**src/rtl/pip_pkg.sv**
```systemverilog
`timescale 1ns / 1ps
// ----------------------------------------------------------------------------
// pip_pkg - shared definitions for the point-in-polygon test core
// Coordinate widths, bus layouts, register indexes and the microcode ROM
// that sequences the crossing-number edge test.
// ----------------------------------------------------------------------------
package pip_pkg;

   // Coordinate format: signed Q16.16
   localparam int COORD_WIDTH    = 32;
   localparam int FIELD_WIDTH    = 32;
   localparam int DIFF_WIDTH     = COORD_WIDTH + 1;
   localparam int PROD_WIDTH     = 2 * DIFF_WIDTH;

   // Bus layouts
   localparam int REQ_DATA_WIDTH = 2 * FIELD_WIDTH;
   localparam int RSP_DATA_WIDTH = 8;
   localparam int CSR_IDX_WIDTH  = 1;

   // Register indexes
   localparam logic [CSR_IDX_WIDTH-1:0] CSR_TEST_X = 1'b0;
   localparam logic [CSR_IDX_WIDTH-1:0] CSR_TEST_Y = 1'b1;

   // Vertex counter saturates at three
   localparam logic [1:0] COUNT_MAX  = 2'd3;
   localparam logic [1:0] COUNT_FEW  = 2'd2;

   typedef logic signed [COORD_WIDTH-1:0] coord_type;
   typedef logic signed [DIFF_WIDTH-1:0]  diff_type;
   typedef logic signed [PROD_WIDTH-1:0]  prod_type;

   // Micro-operations driving the datapath
   typedef enum logic [2:0] {
      OP_NOP,
      OP_DIFF,
      OP_MUL1,
      OP_MUL2,
      OP_CMP,
      OP_UPD,
      OP_EMIT
   } op_type;

   // Edge operand select: current edge or closing edge
   typedef enum logic {
      SEL_EDGE,
      SEL_CLOSE
   } sel_type;

   // Jump conditions; jump taken when true, else fall through
   typedef enum logic [2:0] {
      C_NEXT,
      C_ALWAYS,
      C_NO_REQ,
      C_EMPTY,
      C_NOT_LAST,
      C_OUT_FREE
   } cond_type;

   localparam int PROG_LEN = 14;
   localparam int PC_WIDTH = $clog2(PROG_LEN);

   typedef struct packed {
      op_type                op;
      sel_type               sel;
      cond_type              cond;
      logic [PC_WIDTH-1:0]   target;
   } ucode_type;

   // Program addresses
   localparam logic [PC_WIDTH-1:0] PC_WAIT   = PC_WIDTH'(0);
   localparam logic [PC_WIDTH-1:0] PC_CHK    = PC_WIDTH'(1);
   localparam logic [PC_WIDTH-1:0] PC_E_DIFF = PC_WIDTH'(2);
   localparam logic [PC_WIDTH-1:0] PC_E_MUL1 = PC_WIDTH'(3);
   localparam logic [PC_WIDTH-1:0] PC_E_MUL2 = PC_WIDTH'(4);
   localparam logic [PC_WIDTH-1:0] PC_E_CMP  = PC_WIDTH'(5);
   localparam logic [PC_WIDTH-1:0] PC_UPD    = PC_WIDTH'(6);
   localparam logic [PC_WIDTH-1:0] PC_CHK2   = PC_WIDTH'(7);
   localparam logic [PC_WIDTH-1:0] PC_C_DIFF = PC_WIDTH'(8);
   localparam logic [PC_WIDTH-1:0] PC_C_MUL1 = PC_WIDTH'(9);
   localparam logic [PC_WIDTH-1:0] PC_C_MUL2 = PC_WIDTH'(10);
   localparam logic [PC_WIDTH-1:0] PC_C_CMP  = PC_WIDTH'(11);
   localparam logic [PC_WIDTH-1:0] PC_EMIT   = PC_WIDTH'(12);
   localparam logic [PC_WIDTH-1:0] PC_HOLD   = PC_WIDTH'(13);

   // Microcode ROM
   function automatic ucode_type ucode_rom(input logic [PC_WIDTH-1:0] pc);
      ucode_type w;
      w = '{op: OP_NOP, sel: SEL_EDGE, cond: C_ALWAYS, target: PC_WAIT};
      unique case (pc)
         PC_WAIT:   w = '{op: OP_NOP,  sel: SEL_EDGE,  cond: C_NO_REQ,   target: PC_WAIT};
         PC_CHK:    w = '{op: OP_NOP,  sel: SEL_EDGE,  cond: C_EMPTY,    target: PC_UPD};
         PC_E_DIFF: w = '{op: OP_DIFF, sel: SEL_EDGE,  cond: C_NEXT,     target: PC_WAIT};
         PC_E_MUL1: w = '{op: OP_MUL1, sel: SEL_EDGE,  cond: C_NEXT,     target: PC_WAIT};
         PC_E_MUL2: w = '{op: OP_MUL2, sel: SEL_EDGE,  cond: C_NEXT,     target: PC_WAIT};
         PC_E_CMP:  w = '{op: OP_CMP,  sel: SEL_EDGE,  cond: C_NEXT,     target: PC_WAIT};
         PC_UPD:    w = '{op: OP_UPD,  sel: SEL_EDGE,  cond: C_NOT_LAST, target: PC_WAIT};
         PC_CHK2:   w = '{op: OP_NOP,  sel: SEL_CLOSE, cond: C_EMPTY,    target: PC_EMIT};
         PC_C_DIFF: w = '{op: OP_DIFF, sel: SEL_CLOSE, cond: C_NEXT,     target: PC_WAIT};
         PC_C_MUL1: w = '{op: OP_MUL1, sel: SEL_CLOSE, cond: C_NEXT,     target: PC_WAIT};
         PC_C_MUL2: w = '{op: OP_MUL2, sel: SEL_CLOSE, cond: C_NEXT,     target: PC_WAIT};
         PC_C_CMP:  w = '{op: OP_CMP,  sel: SEL_CLOSE, cond: C_NEXT,     target: PC_WAIT};
         PC_EMIT:   w = '{op: OP_EMIT, sel: SEL_CLOSE, cond: C_OUT_FREE, target: PC_WAIT};
         PC_HOLD:   w = '{op: OP_NOP,  sel: SEL_CLOSE, cond: C_ALWAYS,   target: PC_EMIT};
         default:   w = '{op: OP_NOP,  sel: SEL_EDGE,  cond: C_ALWAYS,   target: PC_WAIT};
      endcase
      return w;
   endfunction

   // Low COORD_WIDTH bits of a bus field
   function automatic coord_type to_coord(input logic [FIELD_WIDTH-1:0] v);
      logic [COORD_WIDTH+FIELD_WIDTH-1:0] t;
      t = {{COORD_WIDTH{1'b0}}, v};
      return coord_type'(t[COORD_WIDTH-1:0]);
   endfunction

   // Exact difference of two coordinates
   function automatic diff_type coord_sub(input coord_type a, input coord_type b);
      diff_type ae;
      diff_type be;
      ae = $signed({a[COORD_WIDTH-1], a});
      be = $signed({b[COORD_WIDTH-1], b});
      return ae - be;
   endfunction

endpackage

```
**src/rtl/point_in_polygon_test_core.sv**
```systemverilog
`timescale 1ns / 1ps
// ----------------------------------------------------------------------------
// point_in_polygon_test_core - streamed crossing-number polygon test
// Vertices arrive one per transaction; each edge is tested against the query
// point by exact cross-multiplication, sequenced by a microcode ROM over one
// shared multiplier. The flagged last vertex also tests the closing edge and
// produces one result transaction.
// ----------------------------------------------------------------------------
// A vertex is taken only in the wait step, once the previous one is processed;
//   the single shared multiplier forms two products per edge.
// Last vertex: its edge and closing edge tests (unless it is the first), then emit.
// Next vertex is taken while a result still waits in the output register.
// Reset (synchronous, active high) clears query point, previous and first vertex,
//   vertex count, crossing parity and the output valid; no clearing pass.
// ----------------------------------------------------------------------------
module point_in_polygon_test_core
   import pip_pkg::*;
(
   input  logic                      clock,
   input  logic                      reset,
   // Vertex stream
   input  logic                      req_tvalid,
   output logic                      req_tready,
   input  logic [REQ_DATA_WIDTH-1:0] req_tdata,   // vertex_x, vertex_y
   input  logic                      req_tlast,   // last_vertex
   // Result stream
   output logic                      rsp_tvalid,
   input  logic                      rsp_tready,
   output logic [RSP_DATA_WIDTH-1:0] rsp_tdata,   // inside_res, too_few_vertices, zero pad
   // Register writes
   input  logic                      csr_valid,
   output logic                      csr_ready,
   input  logic [CSR_IDX_WIDTH-1:0]  csr_index,
   input  logic [FIELD_WIDTH-1:0]    csr_data
);

   // Sequencer
   logic [PC_WIDTH-1:0] pc_ff, pc_in;
   ucode_type           uc;
   logic                jump;

   // Query point
   coord_type test_x_ff, test_x_in;
   coord_type test_y_ff, test_y_in;

   // Vertex state
   coord_type cur_x_ff, cur_x_in, cur_y_ff, cur_y_in;
   logic      cur_last_ff, cur_last_in;
   logic      empty_ff, empty_in;
   logic      few_ff, few_in;
   coord_type prev_x_ff, prev_x_in, prev_y_ff, prev_y_in;
   coord_type first_x_ff, first_x_in, first_y_ff, first_y_in;
   logic [1:0] count_ff, count_in;
   logic      inside_ff, inside_in;

   // Edge test datapath
   diff_type  opa_ff, opa_in, opb_ff, opb_in;
   prod_type  prod1_ff, prod1_in, prod2_ff, prod2_in;
   logic      straddle_ff, straddle_in;
   logic      dy_neg_ff, dy_neg_in;
   coord_type xc, yc, xp, yp;
   prod_type  prod;
   logic      lt, eq, toggle;

   // Output register
   logic      rsp_valid_ff, rsp_valid_in;
   logic [1:0] rsp_bits_ff, rsp_bits_in;
   logic      out_free, emit_go, accept;

   assign uc         = ucode_rom(pc_ff);
   assign req_tready = (pc_ff == PC_WAIT);
   assign accept     = req_tvalid & req_tready;
   assign csr_ready  = 1'b1;
   assign out_free   = ~rsp_valid_ff | rsp_tready;
   assign emit_go    = (uc.op == OP_EMIT) & out_free;

   assign rsp_tvalid = rsp_valid_ff;
   assign rsp_tdata  = {{(RSP_DATA_WIDTH-2){1'b0}}, rsp_bits_ff};

   // Jump condition and next step
   always_comb begin
      case (uc.cond)
         C_ALWAYS:   jump = 1'b1;
         C_NO_REQ:   jump = ~req_tvalid;
         C_EMPTY:    jump = empty_ff;
         C_NOT_LAST: jump = ~cur_last_ff;
         C_OUT_FREE: jump = out_free;
         default:    jump = 1'b0;
      endcase
      pc_in = jump ? uc.target : pc_ff + PC_WIDTH'(1);
   end

   // Edge end points: current edge runs prev -> cur, closing edge cur -> first
   always_comb begin
      if (uc.sel == SEL_CLOSE) begin
         xc = first_x_ff;
         yc = first_y_ff;
         xp = cur_x_ff;
         yp = cur_y_ff;
      end else begin
         xc = cur_x_ff;
         yc = cur_y_ff;
         xp = prev_x_ff;
         yp = prev_y_ff;
      end
   end

   // Shared multiplier on registered operands
   assign prod = opa_ff * opb_ff;

   // Exact product compare, sign of dy picks the direction
   assign lt     = prod1_ff < prod2_ff;
   assign eq     = prod1_ff == prod2_ff;
   assign toggle = straddle_ff & (dy_neg_ff ? (~lt & ~eq) : lt);

   // Datapath next state
   always_comb begin
      test_x_in    = test_x_ff;
      test_y_in    = test_y_ff;
      cur_x_in     = cur_x_ff;
      cur_y_in     = cur_y_ff;
      cur_last_in  = cur_last_ff;
      empty_in     = empty_ff;
      few_in       = few_ff;
      prev_x_in    = prev_x_ff;
      prev_y_in    = prev_y_ff;
      first_x_in   = first_x_ff;
      first_y_in   = first_y_ff;
      count_in     = count_ff;
      inside_in    = inside_ff;
      opa_in       = opa_ff;
      opb_in       = opb_ff;
      prod1_in     = prod1_ff;
      prod2_in     = prod2_ff;
      straddle_in  = straddle_ff;
      dy_neg_in    = dy_neg_ff;
      rsp_bits_in  = rsp_bits_ff;
      rsp_valid_in = rsp_valid_ff & ~rsp_tready;

      // Register writes; an unknown index is dropped
      if (csr_valid) begin
         if (csr_index == CSR_TEST_X) begin
            test_x_in = to_coord(csr_data);
         end
         if (csr_index == CSR_TEST_Y) begin
            test_y_in = to_coord(csr_data);
         end
      end

      // Vertex transaction
      if (accept) begin
         cur_x_in    = to_coord(req_tdata[FIELD_WIDTH-1:0]);
         cur_y_in    = to_coord(req_tdata[REQ_DATA_WIDTH-1:FIELD_WIDTH]);
         cur_last_in = req_tlast;
         empty_in    = (count_ff == 2'd0);
         few_in      = (count_ff < COUNT_FEW);
      end

      case (uc.op)
         OP_DIFF: begin
            opa_in      = coord_sub(test_x_ff, xc);
            opb_in      = coord_sub(yp, yc);
            straddle_in = (yc > test_y_ff) != (yp > test_y_ff);
         end
         OP_MUL1: begin
            prod1_in  = prod;
            dy_neg_in = opb_ff[DIFF_WIDTH-1];
            opa_in    = coord_sub(xp, xc);
            opb_in    = coord_sub(test_y_ff, yc);
         end
         OP_MUL2: begin
            prod2_in = prod;
         end
         OP_CMP: begin
            inside_in = inside_ff ^ toggle;
         end
         OP_UPD: begin
            prev_x_in = cur_x_ff;
            prev_y_in = cur_y_ff;
            if (empty_ff) begin
               first_x_in = cur_x_ff;
               first_y_in = cur_y_ff;
            end
            if (count_ff != COUNT_MAX) begin
               count_in = count_ff + 2'd1;
            end
         end
         OP_EMIT: begin
            if (emit_go) begin
               rsp_valid_in = 1'b1;
               rsp_bits_in  = {few_ff, inside_ff & ~few_ff};
               inside_in    = 1'b0;
               count_in     = 2'd0;
            end
         end
         default: begin
         end
      endcase
   end

   // Control and state registers
   always_ff @(posedge clock) begin
      if (reset) begin
         pc_ff        <= PC_WAIT;
         test_x_ff    <= '0;
         test_y_ff    <= '0;
         prev_x_ff    <= '0;
         prev_y_ff    <= '0;
         first_x_ff   <= '0;
         first_y_ff   <= '0;
         count_ff     <= 2'd0;
         inside_ff    <= 1'b0;
         rsp_valid_ff <= 1'b0;
      end else begin
         pc_ff        <= pc_in;
         test_x_ff    <= test_x_in;
         test_y_ff    <= test_y_in;
         prev_x_ff    <= prev_x_in;
         prev_y_ff    <= prev_y_in;
         first_x_ff   <= first_x_in;
         first_y_ff   <= first_y_in;
         count_ff     <= count_in;
         inside_ff    <= inside_in;
         rsp_valid_ff <= rsp_valid_in;
      end
   end

   // Payload registers
   always_ff @(posedge clock) begin
      cur_x_ff    <= cur_x_in;
      cur_y_ff    <= cur_y_in;
      cur_last_ff <= cur_last_in;
      empty_ff    <= empty_in;
      few_ff      <= few_in;
      opa_ff      <= opa_in;
      opb_ff      <= opb_in;
      prod1_ff    <= prod1_in;
      prod2_ff    <= prod2_in;
      straddle_ff <= straddle_in;
      dy_neg_ff   <= dy_neg_in;
      rsp_bits_ff <= rsp_bits_in;
   end

endmodule

```
**config.mk**
```make
export PLATFORM = sky130hd
export DESIGN_NAME = point_in_polygon_test_core
export DESIGN_NICKNAME = d
export VERILOG_FILES = /design/src/rtl/pip_pkg.sv /design/src/rtl/point_in_polygon_test_core.sv
export SDC_FILE = /design/constraint.sdc
export NUM_CORES = 2
export LEC_CHECK = 0
export ABC_AREA = 0
export BUFFER_PORTS_ARGS = -buffer_cell sky130_fd_sc_hd__buf_2
export CAP_MARGIN = 0
export CORE_MARGIN = 4
export CORE_UTILIZATION = 40
export CTS_BUF_LIST = sky130_fd_sc_hd__clkbuf_8
export DETAILED_ROUTE_END_ITERATION = 7
export HOLD_SLACK_MARGIN = 0.12
export PLACE_DENSITY_LB_ADDON = 0.08
export SLEW_MARGIN = 30
export SYNTH_ARGS = -nofsm -noshare
export SYNTH_HDL_FRONTEND = slang
export SYNTH_SLANG_ARGS = --single-unit
```
**constraint.sdc**
```tcl
create_clock -name clock -period 8 [get_ports clock]
set_input_delay 2.4 -clock clock [delete_from_list [all_inputs] [get_ports clock]]
set_output_delay 2.4 -clock clock [all_outputs]
set_load 0.02 [all_outputs]
```
Word level (Yosys, flattened, before mapping)
Memory sizes are Yosys's and may differ from the RTL's. A register that Yosys moved wholly into a read port is not among the register bits.
Cells that the tools add are included.
Widths: inputs -> output; s select.
{"block": "classes", "add_sub_neg": 6, "multipliers": 1, "n_lt_le_gt_ge": 4, "eq_ne": 16, "n_mux": 17, "bitwise": 16, "n_reduce_logical": 11}
{"operator": "$pmux 33 s2", "n": 2}
{"operator": "$sub 32x32->33", "n": 4}
{"operator": "$mux 32", "n": 4}
{"operator": "$eq 66x66->1", "n": 1}
{"operator": "$lt 66x66->1", "n": 1}
{"operator": "$mul 33x33->66", "n": 1}
{"operator": "$gt 32x32->1", "n": 2}
{"operator": "$eq 3x3->1 const B", "n": 5}
{"operator": "$eq 3x2->1 const B", "n": 4}
{"operator": "$reduce_and 2->1", "n": 5}
{"operator": "$mux 4", "n": 2}
{"operator": "$not 1->1", "n": 8}
{"operator": "$and 1x1->1", "n": 6}
{"operator": "$eq 3x1->1 const B", "n": 2}
{"operator": "$ne 2x2->1 const B", "n": 3}
{"operator": "$reduce_bool 2->1", "n": 3}
{"operator": "$pmux 1 s5", "n": 1}
{"operator": "$add 4x1->4 const B", "n": 1}
{"operator": "$logic_not 4->1", "n": 1}
{"operator": "$mux 1", "n": 4}
{"operator": "$mux 2", "n": 2}
{"operator": "$pmux 2 s2", "n": 1}
{"operator": "$reduce_and 3->1", "n": 1}
{"operator": "$add 2x1->2 const B", "n": 1}
{"operator": "other kinds (6)", "n": 6}
{"block": "totals", "reg_bits": 469, "rom_bits": 160, "in_bits": 103, "output_inout_bits": 11, "word_cells": 94, "mem_count": 1}
{"memory": "(no name shown)", "depth": 16, "width": 10, "rd": 1, "rd_ports_with_merged_regs": 1, "wr": 0, "line": "pip_pkg.sv:89", "source": "unique case (pc)"}

Depth between registers and ports, before layout
{"block": "logic_depth", "depth_word": 7, "ltp_mapped": 30, "ltp_nobuf": 29}

Worst setup path after synthesis
OpenSTA, ideal clock, no wires.
{"block": "synth_timing", "path_type": "register to register", "start": "register opa_ff[32]", "end": "register prod1_ff[64], data pin", "setup_ps": 265, "arrival_ps": 7710, "slack_ps": 25, "path_stages_with_launch": 31, "synth_period_minus_slack_ps": 7975, "path_cell_list": "edfxtp_1 clkbuf_1 nand2_1 inv_1 fa_1 inv_1 fa_1 inv_1 fa_1 inv_1 fa_1 inv_1 fa_1 fa_1 fa_1 inv_1 fa_1 inv_1 ha_1 clkbuf_1 and3_1 a31oi_1 o21ai_0 a2111oi_0 o31ai_1 o31a_1 a221o_1 nand3_1 a21o_1 o21ai_1 xor2_1"}
{"block": "synth_via", "elab_chain_len": 1}
{"element": "from (decl)", "line": "point_in_polygon_test_core.sv:57", "source": "diff_type opa_ff, opa_in, opb_ff, opb_in;"}
{"element": "from (signal assigned)", "line": "point_in_polygon_test_core.sv:235", "source": "opa_ff <= opa_in;"}
{"element": "$mul 33x33->66", "line": "point_in_polygon_test_core.sv:109", "source": "assign prod = opa_ff * opb_ff;"}
{"element": "named net prod[64]", "line": "point_in_polygon_test_core.sv:62", "source": "prod_type prod;"}
{"element": "to (signal assigned)", "line": "point_in_polygon_test_core.sv:237", "source": "prod1_ff <= prod1_in;"}
{"element": "to (decl)", "line": "point_in_polygon_test_core.sv:58", "source": "prod_type prod1_ff, prod1_in, prod2_ff, prod2_in;"}
The timed path passes the listed nets, and every way through them passes these cells.
A chain may end at the register's enable or synchronous reset.

Final worst setup path
{"block": "layout_timing", "start": "register opb_ff[0]", "end": "register prod2_ff[45], data pin"}
{"block": "layout_via", "elab_chain_len": 1}
{"element": "from (decl)", "line": "point_in_polygon_test_core.sv:57"}
{"element": "from (signal assigned)", "line": "point_in_polygon_test_core.sv:236", "source": "opb_ff <= opb_in;"}
{"element": "$mul 33x33->66", "line": "point_in_polygon_test_core.sv:109"}
{"element": "named net prod[45]", "line": "point_in_polygon_test_core.sv:62"}
{"element": "to (signal assigned)", "line": "point_in_polygon_test_core.sv:238", "source": "prod2_ff <= prod2_in;"}
{"element": "to (decl)", "line": "point_in_polygon_test_core.sv:58"}
The timed path passes the listed nets, and every way through them passes these cells.

==> flow_metrics.tcl <==
set metrics [dict create \
    timing.final.setup_violations 0 \
    vias 44900 \
    arrival_ns 8.43 \
    cts.sinks 479 \
    wl_per_cell_microns 19.8 \
    synth.ff_latch_count 479 \
    num_rows 145 \
    finClkSkew_ns 0.0666 \
    die_w_microns 406 \
    clockRootBuffer "clkbuf_8" \
    synth_top_area_frac 0.363 \
    clk_pin_slew_ns 0.06 \
    synth_flop_cell "edfxtp_1" \
    yosys.area.top_type "fa_1" \
    dieArea_sq_mm 0.165 \
    max_stage_delay_ns 0.56 \
    initial_core_util 0.404 \
    synth_area_leaders "fa_1, edfxtp_1, ha_1" \
    syn_to_final_growth_pct 14.5 \
    synth_area_sq_mm 0.0633 \
    synth_edf_count 269 \
    drt_first_pass_iters 5 \
    grtUsageTotal 0.225 \
    numCtsBuffers 85 \
    synth_common_cells "inv_1, fa_1, nand2_1, and2_1, ha_1" \
    run_status "finished clean" \
    slew_headroom 0.366 \
    endpoint_kind "register" \
    grt_pass1_vias 48000 \
    synth_cell_types 78 \
    start_kind "register" \
    synth.most_common_cell "inv_1" \
    io_buffer_count 106 \
    critPathSlowestCell "fa_1" \
    critPathBufInv 8 \
    hp-class "reg -> reg" \
    dr.first_iter.drc_count 2260 \
    antenna_found_initial 7 \
    htree_levels 3 \
    grt_max_degree 132 \
    drive_above_1_share 0.133 \
    final.fill_count 15200 \
    finalWirelength_mm 181 \
    path_max_fanout 3 \
    regToRegSetupSlack_ns 0.09 \
    fp.coreArea_sq_mm 0.157 \
    grt_overflow 0 \
    max_clock_freq_mhz 126 \
    postSynth.asyncResetShare 0 \
    cp_top_family "adder cells" \
    synth-warning-count 0 \
    yosysSeqAreaShare 0.194 \
    via_per_inst 4.91 \
    insertion_delay_ns 0.81 \
    ant_nets 0 \
    final_nets 8673 \
    worst_pin_slew_ns 0.950 \
    avgSynthCellArea_sq_um 9.51 \
    period_needed_ns 7.91 \
    min_period_over_period 0.989 \
    dpl-instance-area_sq_mm 0.0688 \
    pin_count 114 \
    cts_tree "yes" \
    dp_hpwl_mm 148 \
    rsz0062_at_grt "true" \
    drc_errors 0 \
    slew_violations 0 \
    required_ns 8.52 \
    cp_common_cell "fa_1" \
    syn_inst 6654 \
    finalHoldViolations 0 \
    crit_type "reg -> reg" \
    maxCapViolCount 0 \
    place.gp.congestion 0.841 \
    clockBufferDepth 3 \
    fp.dieH_microns 406 \
    design_area_sq_mm 0.0724 \
    grt_pass1_wl_mm 284 \
]
registers in the layout (all words and copies together), names as in the netlist, 4 cells and up:
| name | count |
|---|---|
| cur_x_ff | 32 |
| cur_y_ff | 32 |
| first_x_ff | 32 |
| first_y_ff | 32 |
| opa_ff | 33 |
| opb_ff | 33 |
| pc_ff | 4 |
| prev_x_ff | 32 |
| prev_y_ff | 32 |
| prod1_ff | 66 |
| prod2_ff | 66 |
| test_x_ff | 32 |
| test_y_ff | 32 |
| uc | 10 |
through the flow:
| stage | setup slack (ns) | util | std cells | TNS [ns] | hold slack (ns) |
|---|---|---|---|---|---|
| floorplan | 0.0246 | - | 6659 | 0 | 0.427 |
| global placement | -0.295 | 0.439 | 8905 | -6.17 | 0.439 |
| detailed placement | -0.366 | 0.439 | 8905 | -9.01 | 0.445 |
| CTS | 0.000391 | 0.454 | 9084 | 0 | 0.454 |
| global route | -0.164 | 0.462 | 9134 | -3.10 | 0.467 |
| finish | 0.0853 | 0.462 | 9136 | 0 | 0.452 |
tightest hold or removal path, delay by kind of cell, from the launching register on:
family | cells | cell delay (ns)
flip-flops | 1 | 0.30
AND/OR/NAND/NOR | 1 | 0.05
AO/OA/AOI/OAI | 1 | 0.05
kinds of logic (layout without fill, tap and decap cells):
logic type	Yosys count	in the layout	share of synthesized area
simple gates	1932	1932	0.146
buf+inv	1615	2029	0.0964
fa+ha+maj	1567	1567	0.446
compound gates	765	765	0.0735
flops	479	479	0.194
xor+xnor	152	152	0.0210
mux	142	142	0.0231
other cells	2	12	0.000119
repair_timing:
| action | 4_1_cts | 5_1_grt |
|---|---|---|
| cloned | 0 | 4 |
| setup endpoints to repair | 50 | 56 |
| pin swaps | 49 | 155 |
| buffers inserted | 23 | 40 |
| hold buffers | 0 | 0 |
| resized for setup | 73 | 204 |
placed cells by master (no fill, tap or decap), drive strengths merged, types with 11 or more instances in the layout:
master / synthesis / layout
o21bai: 21 / 21
a211oi: 16 / 16
nand2: 1001 / 1001
xnor2: 102 / 102
edfxtp: 269 / 269
a31oi: 21 / 21
a21o: 101 / 101
a21oi: 355 / 355
clkbuf: 293 / 98
buf: 19 / 564
nor3: 17 / 17
ha: 419 / 419
o21ai: 136 / 136
nand3: 31 / 31
clkinv: 2 / 25
nand4: 33 / 33
nor2: 141 / 141
o211ai: 11 / 11
fa: 1148 / 1148
o21a: 33 / 33
and3: 25 / 25
or3: 12 / 12
xor2: 50 / 50
mux2: 33 / 33
and2: 566 / 566
inv: 1301 / 1334
dfxtp: 210 / 210
nand2b: 37 / 37
nor2b: 40 / 40
mux2i: 109 / 109
per-layer routing:
layer,track usage,vias to the layer above,part of all wire
met5,0,-,0.00015
met2,0.350,881,0.45
met3,0.0524,194,0.062
met1,0.315,22700,0.46
li1,-,21200,-
met4,0.0654,4,0.030
final cells by class:
type | instances | area (sq um) | share of cell area
multi-input combinational | 4565 | 45900 | 0.634
sequential | 479 | 12300 | 0.170
timing repair buffer | 569 | 5000 | 0.0691
inverter | 1303 | 4900 | 0.0676
tap | 2058 | 2570 | 0.0356
clock buffer | 93 | 1280 | 0.0177
clock inverter | 64 | 470 | 0.00650
antenna | 5 | 12.5 | 0.000173
path summary, 6_finish.rpt:
check                                                    to  depth (start not counted)                         from
worst min register to register  first_x_ff[14]$_SDFFE_PP0P_                          2  first_x_ff[14]$_SDFFE_PP0P_
worst max register to register       prod2_ff[45]$_DFFE_PN_                         29          opb_ff[0]$_DFFE_PP_
worst min-delay path            first_x_ff[14]$_SDFFE_PP0P_                          2  first_x_ff[14]$_SDFFE_PP0P_
worst max-delay path                 prod2_ff[45]$_DFFE_PN_                         29          opb_ff[0]$_DFFE_PP_
Power is not shown: default switching activity piles up to over one toggle a cycle in this logic, so the estimate is an artifact.
